[src/sv/gbvc_pkg.sv]
package gbvc_pkg;

	// Data path widths
	localparam int unsigned CW       = 28;  // CORDIC x/y, 8 extra fraction bits
	localparam int unsigned ZW       = 34;  // CORDIC angle, 2^32 per turn
	localparam int unsigned MW       = 34;  // shared multiplier operand width
	localparam int unsigned PW       = 2 * MW;
	localparam int unsigned MAX_ITER = 24;
	localparam int unsigned IW       = $clog2(MAX_ITER + 1);
	localparam int unsigned DEF_ROTATION_ITERATIONS = 16;

	localparam logic signed [MW-1:0] GAIN_Q16 = 34'sd39797;
	localparam logic signed [MW-1:0] PI_Q29   = 34'sd1686629713;
	localparam logic signed [ZW-1:0] ANG_PI   = 34'sd2147483648;
	localparam logic signed [ZW-1:0] ANG_HPI  = 34'sd1073741824;

	// Register indexes
	typedef enum logic [2:0] {
		REG_DEADBAND  = 3'd0,
		REG_FWD_LIM   = 3'd1,
		REG_LAT_LIM   = 3'd2,
		REG_HDG_GAIN  = 3'd3,
		REG_TURN_LIM  = 3'd4,
		REG_FWD_ACC   = 3'd5,
		REG_LAT_ACC   = 3'd6,
		REG_TURN_ACC  = 3'd7
	} reg_idx_t;

	typedef enum logic [4:0] {
		S_IDLE, S_SQX, S_SQY, S_SQD, S_DBCMP, S_ROT, S_GX, S_GY,
		S_VINIT, S_VEC, S_ERR, S_YAW, S_YCLP, S_SF, S_SL, S_ST, S_OUT
	} state_t;

	typedef struct packed {
		logic load;
		logic step;
		logic vector;
	} cordic_ctrl_t;

	// Arctangent of 2^-i in units of 2^32 per turn
	function automatic logic signed [ZW-1:0] atan_at(input logic [IW-1:0] i);
		logic signed [ZW-1:0] a;
		case (i)
			5'd0:  a = 34'sd536870912;
			5'd1:  a = 34'sd316933406;
			5'd2:  a = 34'sd167458907;
			5'd3:  a = 34'sd85004756;
			5'd4:  a = 34'sd42667331;
			5'd5:  a = 34'sd21354465;
			5'd6:  a = 34'sd10679838;
			5'd7:  a = 34'sd5340245;
			5'd8:  a = 34'sd2670163;
			5'd9:  a = 34'sd1335087;
			5'd10: a = 34'sd667544;
			5'd11: a = 34'sd333772;
			5'd12: a = 34'sd166886;
			5'd13: a = 34'sd83443;
			5'd14: a = 34'sd41722;
			5'd15: a = 34'sd20861;
			5'd16: a = 34'sd10430;
			5'd17: a = 34'sd5215;
			5'd18: a = 34'sd2608;
			5'd19: a = 34'sd1304;
			5'd20: a = 34'sd652;
			5'd21: a = 34'sd326;
			5'd22: a = 34'sd163;
			5'd23: a = 34'sd81;
			default: a = '0;
		endcase
		return a;
	endfunction

	// Symmetric clamp to +/- lim
	function automatic logic signed [15:0] clamp_sym(input logic signed [35:0] v,
			input logic [14:0] lim);
		logic signed [35:0] l;
		logic signed [15:0] r;
		l = signed'({21'b0, lim});
		if (v > l)
			r = 16'(l);
		else if (v < -l)
			r = 16'(-l);
		else
			r = v[15:0];
		return r;
	endfunction

	// Move from prev toward desired by at most step; bypass returns desired
	function automatic logic signed [15:0] slew(input logic signed [15:0] desired,
			input logic signed [15:0] prev, input logic [15:0] step, input logic bypass);
		logic signed [16:0] d;
		logic signed [16:0] s;
		logic signed [16:0] r;
		d = 17'(desired) - 17'(prev);
		s = signed'({1'b0, step});
		if (d > s)
			d = s;
		else if (d < -s)
			d = -s;
		r = 17'(prev) + d;
		return bypass ? desired : r[15:0];
	endfunction

endpackage

[src/sv/gbvc_cordic.sv]
module gbvc_cordic import gbvc_pkg::*; (
	input  logic                 clk,
	input  logic                 arst_n,
	input  cordic_ctrl_t         ctrl,
	input  logic [IW-1:0]        iter,
	input  logic signed [CW-1:0] x0,
	input  logic signed [CW-1:0] y0,
	input  logic signed [ZW-1:0] z0,
	output logic signed [CW-1:0] x,
	output logic signed [CW-1:0] y,
	output logic signed [ZW-1:0] z
);

	logic signed [CW-1:0] x_q, y_q, xs, ys;
	logic signed [ZW-1:0] z_q, a;
	logic                 ccw;

	// One micro-rotation per cycle while ctrl.step is set
	always_comb begin
		xs  = x_q >>> iter;
		ys  = y_q >>> iter;
		a   = atan_at(iter);
		ccw = ctrl.vector ? !(y_q > 0) : (z_q >= 0);
	end

	always_ff @(posedge clk or negedge arst_n) begin
		if (!arst_n) begin
			x_q <= '0;
			y_q <= '0;
			z_q <= '0;
		end else if (ctrl.load) begin
			x_q <= x0;
			y_q <= y0;
			z_q <= z0;
		end else if (ctrl.step) begin
			if (ccw) begin
				x_q <= x_q - ys;
				y_q <= y_q + xs;
				z_q <= z_q - a;
			end else begin
				x_q <= x_q + ys;
				y_q <= y_q - xs;
				z_q <= z_q + a;
			end
		end
	end

	assign x = x_q;
	assign y = y_q;
	assign z = z_q;

	a_iter_range: assert property (@(posedge clk) disable iff (!arst_n)
		ctrl.step |-> iter < 5'(MAX_ITER)) else $error("cordic iteration out of range");
	a_no_both: assert property (@(posedge clk) disable iff (!arst_n)
		!(ctrl.load && ctrl.step)) else $error("cordic load and step together");
	a_load_takes: assert property (@(posedge clk) disable iff (!arst_n)
		ctrl.load |=> z_q == $past(z0)) else $error("cordic load lost");

endmodule

[config.mk]
export PLATFORM = sky130hd
export DESIGN_NAME = gbvc_cordic
export DESIGN_NICKNAME = d
export VERILOG_FILES = /design/src/sv/gbvc_pkg.sv /design/src/sv/gbvc_cordic.sv
export SDC_FILE = /design/constraint.sdc
export NUM_CORES = 1
export LEC_CHECK = 0
export ABC_AREA = 0
export BUFFER_PORTS_ARGS = -buffer_cell sky130_fd_sc_hd__buf_2
export CAP_MARGIN = 20
export CORE_ASPECT_RATIO = 2
export CORE_UTILIZATION = 29
export CTS_BUF_LIST = sky130_fd_sc_hd__clkbuf_2 sky130_fd_sc_hd__clkbuf_4 sky130_fd_sc_hd__clkbuf_8
export CTS_CLUSTER_SIZE = 10
export DETAILED_ROUTE_END_ITERATION = 10
export SYNTH_ARGS = -nofsm -noshare
export SYNTH_HDL_FRONTEND = slang
export SYNTH_SLANG_ARGS = --single-unit
[constraint.sdc]
create_clock -name clk -period 13.3 [get_ports clk]
set_input_delay 2.66 -clock clk [delete_from_list [all_inputs] [get_ports clk]]
set_output_delay 2.66 -clock clk [all_outputs]
set_load 0.02 [all_outputs]
# Yosys cells after proc, flatten, opt, wreduce, memory -nomap -nowiden
# Memories as Yosys holds them, arrays and structs flattened.
# Cells that the tools add are included.
# op_classes
n_addsub	6
magnitude_cmp	2
shift	2
n_mux	10
n_reduce_logical	2
# ops
op	count
2-to-1 mux 28 bit	6
2-to-1 mux 34 bit	3
adder 28 bit	2
>>> shifter 28 x 5 -> 28 bit	2
subtractor 28 bit	2
adder 34 bit	1
greater-or-equal comparator 34 x 1 -> 1 bit, second input constant	1
subtractor 34 bit	1
greater-than comparator 28 x 1 -> 1 bit, second input constant	1
nonzero test 2 bit	1
logical NOT 1 bit	1
2-to-1 mux 1 bit	1
# word_totals
ff_bits	90
romBits	960
inputBits	100
output_inout_bits	90
wordCells	26
mem_count	1
# memory_table
memory	words	width	rd	rd_ports_with_merged_regs	wr	line_no	text
(name not given)	32	30	1	0	0	gbvc_pkg.sv:43	case (i)

# Depth between registers and ports, before layout
# Gate-level depths: netlist (run 1).
# depth
depth_word	6
ltp_mapped	35
depth_no_buf	29

# Worst setup path before layout (run 1)
# Ideal clock, no wire load.
# synth_path
kind	input-to-reg
from	in iter[1]
to	reg y_q[27] (netlist: y[27])
setup_time_ps	124
arrival_ps	8478
t_required_ps	13176
setup_slack_ps	4698
path_stages	30
n_path_buf	4
cell_sequence	buf_2 -> inv_1 -> clkbuf_1 -> buf_1 -> ha_1 -> a32o_1 -> nor3_1 -> and3_1 -> clkbuf_1 -> nand4_1 -> o31ai_1 -> inv_1 -> ha_1 -> inv_1 -> a211oi_1 -> nand4_1 -> nor3_1 -> a21oi_1 -> xnor2_1 -> ha_1 -> nand4_1 -> or2_2 -> o211a_1 -> o21ai_0 -> nand4_1 -> a21boi_0 -> o221ai_1 -> xnor2_1 -> and3_1 -> o31a_1
# synth_via
elab_chain_cells	5
# synth_rtl
item	line_no	text
from (decl)	gbvc_cordic.sv:5	input logic [IW-1:0] iter,
>>> shifter 28 x 5 -> 28 bit (*)	gbvc_cordic.sv:20	xs = x_q >>> iter;
subtractor 28 bit or adder 28 bit (tied branches)	gbvc_cordic.sv:42, gbvc_cordic.sv:38	
2-to-1 mux 28 bit (*)	gbvc_cordic.sv:36	if (ccw) begin
2-to-1 mux 28 bit (*)	gbvc_cordic.sv:35	end else if (ctrl.step) begin
2-to-1 mux 28 bit (*)	gbvc_cordic.sv:31	end else if (ctrl.load) begin
to (signal assigned)	gbvc_cordic.sv:33	y_q <= y0;
to (signal assigned)	gbvc_cordic.sv:38	y_q <= y_q + xs;
to (signal assigned)	gbvc_cordic.sv:42	y_q <= y_q - xs;
to (decl)	gbvc_cordic.sv:14	logic signed [CW-1:0] x_q, y_q, xs, ys;
# Every way passes the cells marked *; elsewhere a longest branch is shown, timed or not. The select of a mux whose other input is x is not followed.
# A chain may end at the register's enable or synchronous reset.

# Worst setup path after layout (run 1)
# layout_path
from	in iter[4]
to	reg y_q[27] (netlist: y[27])
# Same word-level chain as after synthesis.

==> results of run 1 <==
[registers in the layout, indices dropped and copies added (netlist names)]
name,flops
x,28
y,28
z,34
[final timing paths]
path                         start    end  slack [ps]  cells after the start
setup / recovery           iter[4]  y[27]        4030                     27
hold / removal                z[0]   z[0]         630                      2
setup reg to reg             y[27]  x[27]        6550                     22
hold reg to reg               z[0]   z[0]         630                      2
max in group asynchronous   arst_n  x[12]       10020                      2
min in group asynchronous   arst_n  z[23]        2160                      1
[per-layer routing]
metal,vias to the layer above,track usage,routed length [microns]
met4,0,0.174,4330
li1,6981,-,-
met5,-,0,0
met1,7295,0.244,21400
met2,646,0.420,31000
met3,211,0.0299,3160
[layout by cell type (no fill, tap or decap), types with 11 or more instances in the layout]
| master | netlist | routed |
|---|---|---|
| sky130_fd_sc_hd__a211oi_1 | 21 | 21 |
| sky130_fd_sc_hd__a21o_1 | 49 | 49 |
| sky130_fd_sc_hd__a21oi_1 | 146 | 146 |
| sky130_fd_sc_hd__a31oi_1 | 21 | 21 |
| sky130_fd_sc_hd__and3_1 | 20 | 20 |
| sky130_fd_sc_hd__buf_2 | 17 | 184 |
| sky130_fd_sc_hd__buf_4 | 5 | 27 |
| sky130_fd_sc_hd__dfrtp_1 | 90 | 90 |
| sky130_fd_sc_hd__ha_1 | 97 | 97 |
| sky130_fd_sc_hd__inv_1 | 39 | 39 |
| sky130_fd_sc_hd__mux2_2 | 13 | 13 |
| sky130_fd_sc_hd__mux2i_1 | 99 | 99 |
| sky130_fd_sc_hd__mux4_2 | 58 | 58 |
| sky130_fd_sc_hd__nand2_1 | 202 | 202 |
| sky130_fd_sc_hd__nand2b_1 | 36 | 36 |
| sky130_fd_sc_hd__nand3_1 | 29 | 29 |
| sky130_fd_sc_hd__nor2_1 | 121 | 120 |
| sky130_fd_sc_hd__nor2b_1 | 31 | 31 |
| sky130_fd_sc_hd__nor3_1 | 26 | 26 |
| sky130_fd_sc_hd__nor4_1 | 15 | 15 |
| sky130_fd_sc_hd__o211ai_1 | 15 | 15 |
| sky130_fd_sc_hd__o21a_1 | 21 | 21 |
| sky130_fd_sc_hd__o21ai_0 | 175 | 175 |
| sky130_fd_sc_hd__o22ai_1 | 15 | 15 |
| sky130_fd_sc_hd__o31ai_1 | 11 | 11 |
| sky130_fd_sc_hd__or2_2 | 11 | 11 |
| sky130_fd_sc_hd__xnor2_1 | 90 | 90 |
| sky130_fd_sc_hd__xor2_1 | 59 | 59 |
[cell type report]
type                            instances  area share
Antenna cell                            1    0.000155
Clock buffer                            9     0.00766
Clock inverter                          7     0.00627
Inverter                               43     0.00999
Multi-Input combinational cell       1566       0.717
Sequential cell                        90       0.139
Tap cell                              643      0.0498
Timing Repair Buffer                  212      0.0702
[stage by stage]
| step | cells | utilization | cell area (sq um) | hold slack, ps | setup WS, ps |
|---|---|---|---|---|---|
| 2_1_floorplan | 1813 | - | 14600 | 691 | 4700 |
| 3_3_place_gp | 2554 | 0.323 | 15900 | 596 | 3840 |
| 3_5_place_dp | 2554 | 0.323 | 15900 | 608 | 3680 |
| 4_1_cts | 2570 | 0.327 | 16200 | 633 | 4180 |
| 5_1_grt | 2571 | 0.327 | 16200 | 662 | 3460 |
| 6_report | 2571 | 0.327 | 16200 | 628 | 4030 |
[worst register-to-register path: stages (launching register included)]
cell and delay (ps):
sky130_fd_sc_hd__dfrtp_1 700, sky130_fd_sc_hd__mux4_2 600, sky130_fd_sc_hd__mux2i_1 650, sky130_fd_sc_hd__o22a_1 280
sky130_fd_sc_hd__and3_1 200, sky130_fd_sc_hd__and2_1 170, sky130_fd_sc_hd__and3_1 200, sky130_fd_sc_hd__nand4_1 170
sky130_fd_sc_hd__nor3_1 290, sky130_fd_sc_hd__nor3b_1 550, sky130_fd_sc_hd__nor2_1 130, sky130_fd_sc_hd__xnor2_1 160
sky130_fd_sc_hd__ha_1 340, sky130_fd_sc_hd__a21o_1 180, sky130_fd_sc_hd__a21oi_1 140, sky130_fd_sc_hd__nor2b_1 60
sky130_fd_sc_hd__a311oi_1 260, sky130_fd_sc_hd__nand2_1 160, sky130_fd_sc_hd__a221o_1 360, sky130_fd_sc_hd__a31oi_1 310
sky130_fd_sc_hd__nor2_1 90, sky130_fd_sc_hd__a2111oi_1 460, sky130_fd_sc_hd__o211ai_1 160
[power breakdown]
part / leakage, nW / internal, mW / total, mW / switching [mW]
combinational: 5.86 / 1.72 / 4.00 / 2.27
clock: 0.106 / 0.107 / 0.236 / 0.129
sequential: 1.08 / 0.397 / 0.770 / 0.373
[cell families after synthesis]
group	after synthesis
xor gates and xnor gates	149
and+or+nand+nor	542
buffers and inverters	157
adders and majority gates	101
AOI/OAI and AO/OA	597
muxes	177
DFF	90
==> results.cfg, run 1 <==
[worst_setup_path]
crit_path_max_fanout = 26
arrival_ps = 9630
worstPathBufferInverterCount = 3
critical-path-slowest-cell = sky130_fd_sc_hd__o311ai_0
worst-setup-path-type = input pin to flop
timing.critical_path.from_type = input pin
critical_path.endpoint_type = flop
worst_ep_required_time_ps = 13660
worst_path_most_repeated_cell = sky130_fd_sc_hd__nand4_1
critical-path-max-stage-delay_ps = 850
worst_path_dominant_cell_family = compound AO/OA/AOI/OAI gates

[logic_synthesis]
synthesis.area_sq_um = 14600
synth-adder-area-share = 0.0881
synth.avg_cell_area_sq_um = 8.04
syn-num-nets = 2013
seq_cells_post_synth = 90
largest_family_of_logic_cells_by_synthesized_area = compound AO/OA/AOI/OAI gates
postSynthCellCount = 1813
synth_simple_gate_area_share = 0.177
synth-compound-area-share = 0.261
synth_warnings = 0
synth_enable_flop_cells = 0
synth_mux_area_frac = 0.180
synth_ff_type = sky130_fd_sc_hd__dfrtp_1
netlist_top_cells_area = sky130_fd_sc_hd__dfrtp_1, sky130_fd_sc_hd__mux4_2, sky130_fd_sc_hd__ha_1
post_synth_num_cell_types = 86
netlist_top_cells_count = sky130_fd_sc_hd__nand2_1, sky130_fd_sc_hd__o21ai_0, sky130_fd_sc_hd__a21oi_1
synthDominantCellAreaShare = 0.155
async_flop_share = 1.00
synthMostInstantiatedCell = sky130_fd_sc_hd__nand2_1
yosysSeqAreaShare = 0.155
yosysTopAreaCell = sky130_fd_sc_hd__dfrtp_1
synthesized_area_fraction_occupied_by_xor_and_xnor_cells = 0.0896

[cts]
cts-root-buf = sky130_fd_sc_hd__clkbuf_8
clkTransAtPathRegs_ps = 110
total_of_hold_buffers_inserted_after_clock_tree_synthesis = 0
clock_sink_count = 90
tritoncts = built
numCtsBuffers = 9
cts-root-to-sink-buffers = 2
post-cts-setup-buffer-count = 0
clkLatencyLatePin_ps = 470
cts_h_tree_depth = 3
post_cts.resized_instances = 0

[grt]
grt_max_degree = 97
first_global_vias = 15400
global_route_wire_length_before_repair_microns = 91200
grt.overflow.total = 0
grt_antenna_before_repair = 1
groute.usage.overall = 0.233

[place]
place.detailed.hpwl_microns = 46600
place_congestion = 0.961
io_buffers = 189

[die]
die-height_microns = 319
pin_count = 190
die-width_microns = 160
core_area_sq_um = 49400
floorplan.initialDensity = 0.295
dieArea_sq_um = 51200
floorplan.rows = 115

[finish]
layout_nets = 2122
flip_flop_and_latch_area_sq_um = 2250
area_taken_by_multi_input_logic_gates_sq_um = 11600
drive_above_1_share = 0.170
area.growth.synth_to_final_pct = 11.0
fillerInstances = 5318

[timing]
hold_violations = 0
finalClockSkew_ps = 13.5
final-max-slew-violation-count = 0
max_freq_ghz = 0.108
timing.max_slew.rel_slack = 0.278
min_period_over_period = 0.697
finalSetupTns_ps = 0
setup-violations-final = 0
final.min_clock_period_ps = 9270
worst_slew_pin_slew_ps = 1070
setup_repair_after_global_routing_missed_its_margin = no

[power]
power.static_leakage_nw = 7.05
peakVddDrop_uv = 82.4
design_power_total_mw = 5.00
power.density_cell_area_nw_per_um2 = 309

[routing]
dr.pass1.iters = 8
route.detailed.drc = 0
drt_iter0_drc = 1081
drt.antenna.violating_nets = 0
routed_wire_length_per_instance_microns = 23.3
routed_wirelength_microns = 59900
routed_via_density = 5.89
routed-via-count = 15100

[status]
result_of_the_run = finished, final reports clean

[flow_run]
cap_viol_max_count = 0

[min_path]
min-delay-path-class = flop to flop
(Power assumes the default switching activity.)
==> inputs of run 2 (changes only) <==
clock period = 9.2 ns   (was 13.3 ns; I/O delays follow)
==> results.cfg, run 2 (synthesized netlist as in run 1, its figures left out) <==
[die]
floorplan.rows = 115
pin_count = 190
die-height_microns = 319
die-width_microns = 160
core_area_sq_um = 49400
dieArea_sq_um = 51200
floorplan.initialDensity = 0.295

[worst_setup_path]
r2r_slack_ps = 2890
worst_ep_required_time_ps = 9500
timing.critical_path.from_type = input pin
worst-r2r-cell-count = 18
timing.rr.end = x[27]
cp-startpoint = iter[1]
critical-path-max-stage-delay_ps = 470
timing.rr.start = y[27]
critical_path.endpoint_type = flop
worst-setup-path-type = input pin to flop
endpoint = y[26]
crit_path_max_fanout = 75
critical-path-slowest-cell = sky130_fd_sc_hd__ha_1
arrival_ps = 8120

[timing]
hold_violations = 0
timing.max_slew.rel_slack = 0.355
max_freq_ghz = 0.128
worst_slew_pin_slew_ps = 955
setup-violations-final = 0
setup_repair_after_global_routing_missed_its_margin = no
final-max-slew-violation-count = 0
fin_ws_ps = 1380
final.min_clock_period_ps = 7820
min_period_over_period = 0.850
finalSetupTns_ps = 0
finalClockSkew_ps = 19.9

[cts]
post-cts-setup-buffer-count = 0
total_of_hold_buffers_inserted_after_clock_tree_synthesis = 0
cts_h_tree_depth = 3
clkTransAtPathRegs_ps = 100
cts-root-to-sink-buffers = 2
numCtsBuffers = 9
cts-root-buf = sky130_fd_sc_hd__clkbuf_8
tritoncts = built
post_cts.resized_instances = 0
clock_sink_count = 90
clkLatencyLatePin_ps = 460

[finish]
commonest_non_fill_non_tap_cells_in_the_layout = sky130_fd_sc_hd__nand2_1, sky130_fd_sc_hd__buf_2, sky130_fd_sc_hd__o21ai_0
area.growth.synth_to_final_pct = 13.4
drive_above_1_share = 0.185
layout_nets = 2158
final_common_cell = sky130_fd_sc_hd__nand2_1
largest_register_ff_count = 34

[power]
power.density_cell_area_nw_per_um2 = 444
total_switching_power_mw = 4.02
pwr-share-clk = 0.054
peakVddDrop_uv = 145
switching_share = 0.549
power_frac_comb = 0.795
internal_pwr_total_mw = 3.31
power.static_leakage_nw = 7.26
seq_power_share = 0.151

[routing]
routed_wire_length_per_instance_microns = 23.5
routed-via-count = 15300
dr.pass1.iters = 5
routed_wirelength_microns = 61400
routed_via_density = 5.86
route.detailed.drc = 0
drt.antenna.violating_nets = 0
drt_iter0_drc = 1067

[place]
worst_slack_placed_ps = 957
io_buffers = 189
place.detailed.hpwl_microns = 48600
place_congestion = 0.969

[grt]
global_route_wire_length_before_repair_microns = 93100
groute.usage.overall = 0.238
first_global_vias = 15500
grt_max_degree = 99
grt.overflow.total = 0
grt_antenna_before_repair = 1

[status]
result_of_the_run = finished, final reports clean

[min_path]
min-delay-path-class = flop to flop

[flow_run]
cap_viol_max_count = 0
[run 2: layer usage]
metal / track usage / up-vias / wire (microns)
li1: - / 7066 / -
met3: 0.0281 / 201 / 2820
met2: 0.435 / 632 / 31900
met1: 0.247 / 7373 / 22000
met5: 0 / - / 0
met4: 0.176 / 0 / 4590
[run 2: cell type report]
type | count | area, sq um
multi-input combinational | 1566 | 11600
antenna | 1 | 2.50
timing repair buffer | 248 | 1440
inverter | 43 | 161
fill | 5207 | 32800
sequential | 90 | 2250
clock inverter | 7 | 146
clock buffer | 9 | 124
tap | 643 | 805
[run 2: how the worst min path moves through the flow]
stage	endpoint	from	cells after the start
floorplan	z[25]	z[25]	2
global placement	z[28]	z[28]	2
detailed placement	z[28]	z[28]	2
CTS	z[0]	z[0]	2
global route	z[2]	z[2]	2
finish	z[0]	z[0]	2
[run 2: power by group through the flow]
| stage | clock [mW] | sequential, mW | combinational (mW) |
|---|---|---|---|
| after CTS | 0.415 | 1.09 | 5.82 |
| after global placement | 0 | 1.10 | 5.72 |
| after floorplan | 0 | 1.05 | 4.18 |
| after global routing | 0.423 | 1.12 | 6.42 |
| final | 0.399 | 1.11 | 5.82 |
| after detailed placement | 0 | 1.10 | 5.78 |
[run 2: per-stage QoR]
stage | utilization | power [mW] | std cells | hold WS, ps | instance area, sq um
2_1_floorplan | - | 5.22 | 1813 | 691 | 14600
3_3_place_gp | 0.329 | 6.82 | 2590 | 600 | 16200
3_5_place_dp | 0.329 | 6.88 | 2590 | 605 | 16200
4_1_cts | 0.335 | 7.32 | 2606 | 634 | 16500
5_1_grt | 0.335 | 7.97 | 2607 | 665 | 16500
6_report | 0.335 | 7.33 | 2607 | 623 | 16500
[run 2: worst max-delay path: cells and delay by family]
kind                     cells  cell delay (ps)
AO/OA/AOI/OAI               11             2660
XOR/XNOR                     2              250
adder cells (fa/ha/maj)      3              980
buffers and inverters        6              970
AND/OR/NAND/NOR              8             1370
==> inputs of run 3 (changes only) <==
clock period = 7.4 ns   (was 9.2 ns; I/O delays follow)
==> results.cfg, run 3 (synthesized netlist as in run 1, its figures left out) <==
[status]
result_of_the_run = finished, final reports clean

[grt]
globalRouteMet1Util = 0.252
global_route_wire_length_before_repair_microns = 95200
grt_antenna_before_repair = 1
grt_max_degree = 98
first_global_vias = 16300
grt_most_used_layer = met2
grt_use_met3 = 0.0338
grt.overflow.total = 0
groute.usage.overall = 0.243
grtUsageMet2 = 0.443

[worst_setup_path]
critical-path-slowest-cell = sky130_fd_sc_hd__mux4_2
worst_path_most_repeated_cell = sky130_fd_sc_hd__buf_4
worstPathBufferInverterCount = 5
crit_path_max_fanout = 14
worst_path_dominant_cell_family = compound AO/OA/AOI/OAI gates
worst-setup-path-type = input pin to flop
timing.critical_path.from_type = input pin
critical-path-max-stage-delay_ps = 550
arrival_ps = 7310
critical_path.endpoint_type = flop
worst_ep_required_time_ps = 7690

[routing]
route.detailed.drc = 0
routed-via-count = 15900
routed_via_density = 5.72
routed_wirelength_microns = 62500
drt_iter0_drc = 1036
drt.antenna.violating_nets = 0
routed_wire_length_per_instance_microns = 22.5
dr.pass1.iters = 5

[die]
dieArea_sq_um = 51200
die-width_microns = 160
die-height_microns = 319
floorplan.rows = 115
core_area_sq_um = 49400
pin_count = 190
floorplan.initialDensity = 0.295

[timing]
hold_violations = 0
final-max-slew-violation-count = 0
max_freq_ghz = 0.143
finalSetupTns_ps = 0
timing.max_slew.rel_slack = 0.363
min_period_over_period = 0.948
worst_slew_pin_slew_ps = 955
final.min_clock_period_ps = 7020
finalClockSkew_ps = 9.73
setup-violations-final = 0

[finish]
layout_nets = 2328
final_common_cell = sky130_fd_sc_hd__buf_4
commonest_non_fill_non_tap_cells_in_the_layout = sky130_fd_sc_hd__buf_4, sky130_fd_sc_hd__nand2_1, sky130_fd_sc_hd__buf_2
area.growth.synth_to_final_pct = 21.9
final_cell_area_sq_um = 17800
largest_register_ff_count = 34
drive_above_1_share = 0.252

[power]
power.density_cell_area_nw_per_um2 = 542
peakVddDrop_uv = 180
power.static_leakage_nw = 8.06

[cts]
tritoncts = built
clkLatencyLatePin_ps = 450
clkTransAtPathRegs_ps = 90
cts_h_tree_depth = 3
clock_sink_count = 90
post-cts-setup-buffer-count = 0
cts-root-to-sink-buffers = 2
cts-root-buf = sky130_fd_sc_hd__clkbuf_8
numCtsBuffers = 9

[place]
place_congestion = 0.958
place.detailed.hpwl_microns = 49900
io_buffers = 189
dpl-instance-area_sq_um = 17500

[min_path]
min-delay-path-class = flop to flop

[flow_run]
cap_viol_max_count = 0
-- run 3: cell types whose count changed in the layout (fill, tap and decap cells not counted), moves of 2 or more --
cell / before / now
sky130_fd_sc_hd__buf_4: 60 / 227
sky130_fd_sc_hd__bufinv_16: 4 / 0
sky130_fd_sc_hd__inv_6: 3 / 0
sky130_fd_sc_hd__buf_12: 3 / 5
sky130_fd_sc_hd__clkbuf_4: 0 / 2
sky130_fd_sc_hd__clkbuf_8: 9 / 11
sky130_fd_sc_hd__nor3_1: 26 / 24
sky130_fd_sc_hd__nor3_2: 1 / 3
-- run 3: worst paths after layout --
check                             start  endpoint  slack (ps)  depth (start not counted)
worst max-delay path            iter[1]     x[27]         380                         26
worst min-delay path               z[0]      z[0]         630                          2
worst max register to register    x[22]     y[26]        1450                         28
worst min register to register     z[0]      z[0]         630                          2
max in group asynchronous        arst_n      x[6]        5270                          2
min in group asynchronous        arst_n     z[25]        1010                          1
-- run 3: final cells by class --
type	instances	area (sq um)
antenna	2	5.00
tap	643	805
clock buffer	13	166
clock inverter	2	12.5
inverter	43	161
multi-input combinational	1566	11600
fill	5139	31600
timing repair buffer	418	2750
sequential	90	2250
-- run 3: per-layer routing --
metal  vias up  share of wire
met4         0          0.070
met3       193          0.042
met5         -              0
met2       566           0.52
met1      7717           0.37
li1       7411              -
-- run 3: per-stage QoR --
| step | setup slack [ps] | std cells | utilization | hold WS, ps | power (mW) |
|---|---|---|---|---|---|
| after detailed placement | -176 | 2760 | 0.355 | 615 | 9.20 |
| after floorplan | 147 | 1813 | - | 691 | 6.49 |
| final | 383 | 2777 | 0.360 | 631 | 9.63 |
| after global placement | -121 | 2760 | 0.355 | 591 | 9.10 |
| after CTS | 317 | 2775 | 0.359 | 635 | 9.61 |
| after global routing | -51.6 | 2776 | 0.360 | 675 | 10.5 |
-- run 3: where the power goes --
group          total [mW]  internal, mW  switching, mW  leakage, nW
combinational        7.92          3.68           4.24         6.89
sequential           1.35         0.714          0.635         1.08
clock               0.360         0.146          0.215       0.0924
total                9.63          4.54           5.09         8.06
-- run 3: worst min-delay path, delay by kind of cell (launching register included) --
kind	cells	cell delay, ps
flip-flops	1	380
AO/OA/AOI/OAI	2	230
-- run 3: what timing repair did --
| item | in CTS | in global routing |
|---|---|---|
| hold endpoints to repair | 0 | 0 |
| setup endpoints to repair | 0 | 5 |
| gates resized for setup | 0 | 8 |
| hold buffers | 0 | 0 |
